File: config.mk
export PLATFORM = sky130hd
export DESIGN_NAME = bmf_queue
export DESIGN_NICKNAME = d
export VERILOG_FILES = /design/src/bmf_pkg.sv /design/src/bmf_queue.sv
export SDC_FILE = /design/constraint.sdc
export NUM_CORES = 1
export LEC_CHECK = 0
export BUFFER_PORTS_ARGS = -buffer_cell sky130_fd_sc_hd__buf_4
export CORE_UTILIZATION = 45
export DETAILED_ROUTE_END_ITERATION = 8
export PLACE_DENSITY = 0.68
export SLEW_MARGIN = 40
export SYNTH_ARGS = -nofsm -noshare
export SYNTH_HDL_FRONTEND = slang
export SYNTH_SLANG_ARGS = --single-unit
File: constraint.sdc
create_clock -name clk -period 4.65 [get_ports clk]
set_input_delay 0.2325 -clock clk [delete_from_list [all_inputs] [get_ports clk]]
set_output_delay 0.2325 -clock clk [all_outputs]
set_load 0.01 [all_outputs]
File: src/bmf_pkg.sv
// ----------------------------------------------------------------------------
// bmf_pkg: shared types and constants of the box mean filter
// Field widths, register codes, the queue size and the reciprocal table used
// to divide the window sum by K*K.
// ----------------------------------------------------------------------------
package bmf_pkg;

  localparam int PIX_W      = 8;
  localparam int PIX_MAX    = 255;
  localparam int ROW_W      = 12;
  localparam int COL_W      = 10;
  localparam int FS_W       = 3;
  localparam int FW_W       = 11;
  localparam int FH_W       = 13;
  localparam int CFG_IDX_W  = 2;
  localparam int CFG_DATA_W = 13;

  localparam logic [FS_W-1:0] FS_RESET  = 3'd3;
  localparam logic [FW_W-1:0] FW_RESET  = 11'd640;
  localparam logic [FH_W-1:0] FH_RESET  = 13'd480;
  localparam logic [FH_W-1:0] MAX_HEIGHT = 13'd4096;

  // queue between front and back
  localparam int QDEPTH  = 4;
  localparam int QPTR_W  = 2;
  localparam int QCNT_W  = 3;

  // sum / (K*K) == (sum * ceil(2^24 / (K*K))) >> 24, exact for sums below 2^16
  localparam int RECIP_W  = 25;
  localparam int RECIP_SH = 24;

  typedef enum logic [CFG_IDX_W-1:0] {
    REG_WIN_SIZE     = 2'd0,
    REG_FRAME_WIDTH  = 2'd1,
    REG_FRAME_HEIGHT = 2'd2
  } bmf_reg_e;

  // effective (clamped) configuration
  typedef struct packed {
    logic [FS_W-1:0] k;
    logic [1:0]      b;   // half window, side is 2*b+1
    logic [FW_W-1:0] w;
    logic [FH_W-1:0] h;
  } bmf_cfg_t;

  // per-pixel classification made by the front
  typedef struct packed {
    logic             emit;
    logic [ROW_W-1:0] row;
    logic [COL_W-1:0] col;
    logic             done;
  } bmf_tag_t;

  function automatic logic [RECIP_W-1:0] recip_of(input logic [FS_W-1:0] k);
    logic [RECIP_W-1:0] m;
    unique case (k)
      3'd2:    m = 25'd4194304;
      3'd3:    m = 25'd1864136;
      3'd4:    m = 25'd1048576;
      3'd5:    m = 25'd671089;
      3'd6:    m = 25'd466034;
      3'd7:    m = 25'd342393;
      default: m = 25'd16777216;
    endcase
    return m;
  endfunction

endpackage

File: src/bmf_queue.sv
// ----------------------------------------------------------------------------
// bmf_queue: small first-word-fall-through queue
// Decouples the front from the back; holds whole window columns with tags.
// ----------------------------------------------------------------------------
module bmf_queue import bmf_pkg::*; #(
  parameter int DW = 64
) (
  input  logic              clk,
  input  logic              rst,
  input  logic              push,
  input  logic [DW-1:0]     push_data,
  input  logic              pop,
  output logic              pop_valid,
  output logic [DW-1:0]     pop_data,
  output logic [QCNT_W-1:0] count
);

  logic [DW-1:0]     mem [QDEPTH];
  logic [QPTR_W-1:0] wr_ptr, rd_ptr;

  assign pop_valid = (count != '0);
  assign pop_data  = mem[rd_ptr];

  always_ff @(posedge clk) begin
    if (rst) begin
      wr_ptr <= '0;
      rd_ptr <= '0;
      count  <= '0;
    end else begin
      if (push) wr_ptr <= wr_ptr + QPTR_W'(1);
      if (pop)  rd_ptr <= rd_ptr + QPTR_W'(1);
      count <= count + QCNT_W'(push) - QCNT_W'(pop);
    end
  end

  always_ff @(posedge clk) begin
    if (push) mem[wr_ptr] <= push_data;
  end

endmodule

==> results_dict.tcl <==
set metrics [dict create \
    status "finished, final reports clean" \
    layout-drive-gt1-share 0.405 \
    rows 53 \
    crit_family "flip-flops" \
    rsz0062_at_grt "no" \
    vias 4593 \
    clock_skew_ps 11.4 \
    r2r_slack_ps 2940 \
    grt_pass1_vias 4918 \
    crit_fanout 26 \
    maxCapViolCount 0 \
    worst_path_max_delay_cell "dfxtp_4" \
    place.gp.congestion 0.662 \
    die_h_um 149 \
    slew_headroom 0.635 \
    worst-path-buf-inv 2 \
    grt_max_degree 36 \
    overflow 0 \
    yosysWarnings 0 \
    dp_hpwl_um 10600 \
    ys_seq_elements 265 \
    wl_um 18000 \
    clock_sinks 265 \
    grt_pass1_wl_um 27500 \
    clock.fmax_mhz 365 \
    yosysSeqAreaShare 0.807 \
    setup_viol 0 \
    multi_input_area_um2 1700 \
    cts_buffers 27 \
    syn_inst 375 \
    syn-num-nets 450 \
    register_area_um2 7880 \
    cts_resized 0 \
    syn_area_um2 9740 \
    worstPathCellList "buf_4 -> mux4_1 -> buf_4" \
    root_buffer "clkbuf_16" \
    worstMarginPinSlew_ps 547 \
    die_x_um 149 \
    cp_slowest_stage_delay_ps 690 \
    port_buffers 135 \
    period_needed_ps 2740 \
    crit_arrival_ps 2510 \
    clock_path_buffers 3 \
    worstPathRequired_ps 4420 \
    end_kind "primary output" \
    avgSynthCellArea_um2 26.0 \
    finalCritPeriodShare 0.590 \
    dr_wl_met2_um 9080 \
    drc 0 \
    initial_core_util 0.461 \
    antenna_found_initial 1 \
    start_kind "flop" \
    fillCellCount 1471 \
    ys_types 21 \
    pin_count 136 \
    drt-met1-wl_um 7790 \
    ir_drop_uv 446 \
    fin_setup_tns_ps 0 \
    whs_ps 39.6 \
    criticalPathCategory "reg2out" \
    min_from "pop" \
    cpMostUsedCell "buf_4" \
    coreArea_um2 21200 \
    highest_layer "met4" \
    avgRoutedWirePerCell_um 20.2 \
    hold_path.class "in2reg" \
    drv_slew 0 \
    final_nets 675 \
    cts_max_level 1 \
    vias_per_cell 5.14 \
    p_leak_uw 0.00436 \
    area_delta_synth_final_pct 30.1 \
    clk_latency_ps 510 \
    p_per_area_nw_per_um2 440 \
    wl_met3_um 841 \
    dieArea_um2 22200 \
    clk_pin_slew_worst_paths_ps 60 \
    reg2reg_from "wr_ptr[0]$_SDFFE_PP0P_" \
    ant_nets 0 \
    hold_violations 0 \
    grt.total_usage 0.165 \
    dr.pass1.iters 4 \
    drt_iter0_drc 263 \
    cts_tree "built" \
]
-- layout by cell type, fill, tap and decap left out, types with 5 or more instances in the layout --
cell           Yosys  routed
nor2_1             5       5
edfxtp_1         256     256
ha_1               6       6
dfxtp_1            9       7
bufinv_16          0       5
dlygate4sd3_1      0      65
buf_12             6       8
buf_4              0     137
clkinv_1           0       5
inv_1              6       6
clkbuf_16          0      27
mux4_2            60      60
-- sequential cells by signal, summed over array words and instances, names as in the netlist, named ones only --
| signal | flops |
|---|---|
| mem | 256 |
| wr_ptr | 2 |
| count | 3 |
| rd_ptr | 2 |
-- final cells by class --
type,count,area share
Antenna cell,1,0.000197
Clock buffer,31,0.0545
Clock inverter,16,0.0164
Inverter,6,0.00178
Multi-Input combinational cell,90,0.134
Sequential cell,265,0.621
Tap cell,275,0.0271
Timing Repair Buffer,210,0.145
-- cells by family (layout without fill, tap and decap cells) --
logic type	count (synthesis)	count (layout)	share of synthesized area
buf+inv	20	263	0.0194
other cells	0	1	0
simple gates	13	13	0.00719
xor+xnor	3	3	0.00424
compound gates	2	2	0.00154
flops	265	265	0.807
fa+ha+maj	7	7	0.00976
mux	65	65	0.150
-- worst paths after layout --
path,endpoint,cells after the start
max reg2reg,mem[3][7]$_DFFE_PP_,3
min,flop,3
min reg2reg,flop,2
max,pop_data[0],3
-- repair_timing --
action	in CTS	in global routing
endpoints found under the setup margin	0	0
hold endpoints to repair	265	0
hold buffers	65	0
buffers inserted	0	0
-- stage by stage --
step                cells  power, µW  instance area (µm²)  setup slack (ps)   util
floorplan             375       3150                 9740              2170      -
global placement      773       3390                11000              2340  0.518
detailed placement    781       3430                11100              2350  0.526
CTS                   893       5640                12700              1790  0.599
global route          893       5790                12700              1700  0.599
finish                894       5580                12700              1910  0.599
-- Yosys cell counts --
cell type | n | area [µm²]
dfxtp_1 | 9 | 180
mux4_1 | 4 | 105
and2_1 | 4 | 25.0
xor3_1 | 1 | 23.8
nor2_1 | 5 | 18.8
a21oi_1 | 1 | 5.00
mux2i_1 | 1 | 10.0
ha_1 | 6 | 75.1
fa_1 | 1 | 20.0
nor2b_1 | 2 | 12.5
edfxtp_1 | 256 | 7690
a21bo_2 | 1 | 10.0
buf_6 | 1 | 11.3
inv_1 | 6 | 22.5
buf_12 | 6 | 120
or3_1 | 1 | 6.26
xnor2_1 | 2 | 17.5
mux4_2 | 60 | 1350
nand3b_1 | 1 | 7.51
clkbuf_2 | 1 | 5.00
buf_2 | 6 | 30.0
-- report_power, final --
group / internal, µW / total, µW / switching [µW] / leakage (µW)
registers: 2740 / 2800 / 51.8 / 0.00243
logic: 351 / 617 / 266 / 0.00150
clock network: 1340 / 2170 / 835 / 0.000432
-- worst register-to-register path, stage by stage, from the launching register on --
cell	delay [ps]
dfxtp_1	390
ha_1	180
and2_4	510
buf_12	310
-- per-layer routing --
metal | vias to the layer above | GRT usage
met1 | 2384 | 0.223
met3 | 29 | 0.0294
li1 | 2053 | -
met2 | 127 | 0.278
met4 | 0 | 0.0459
met5 | - | 0
No activity file was read; power rests on OpenSTA's default activity.
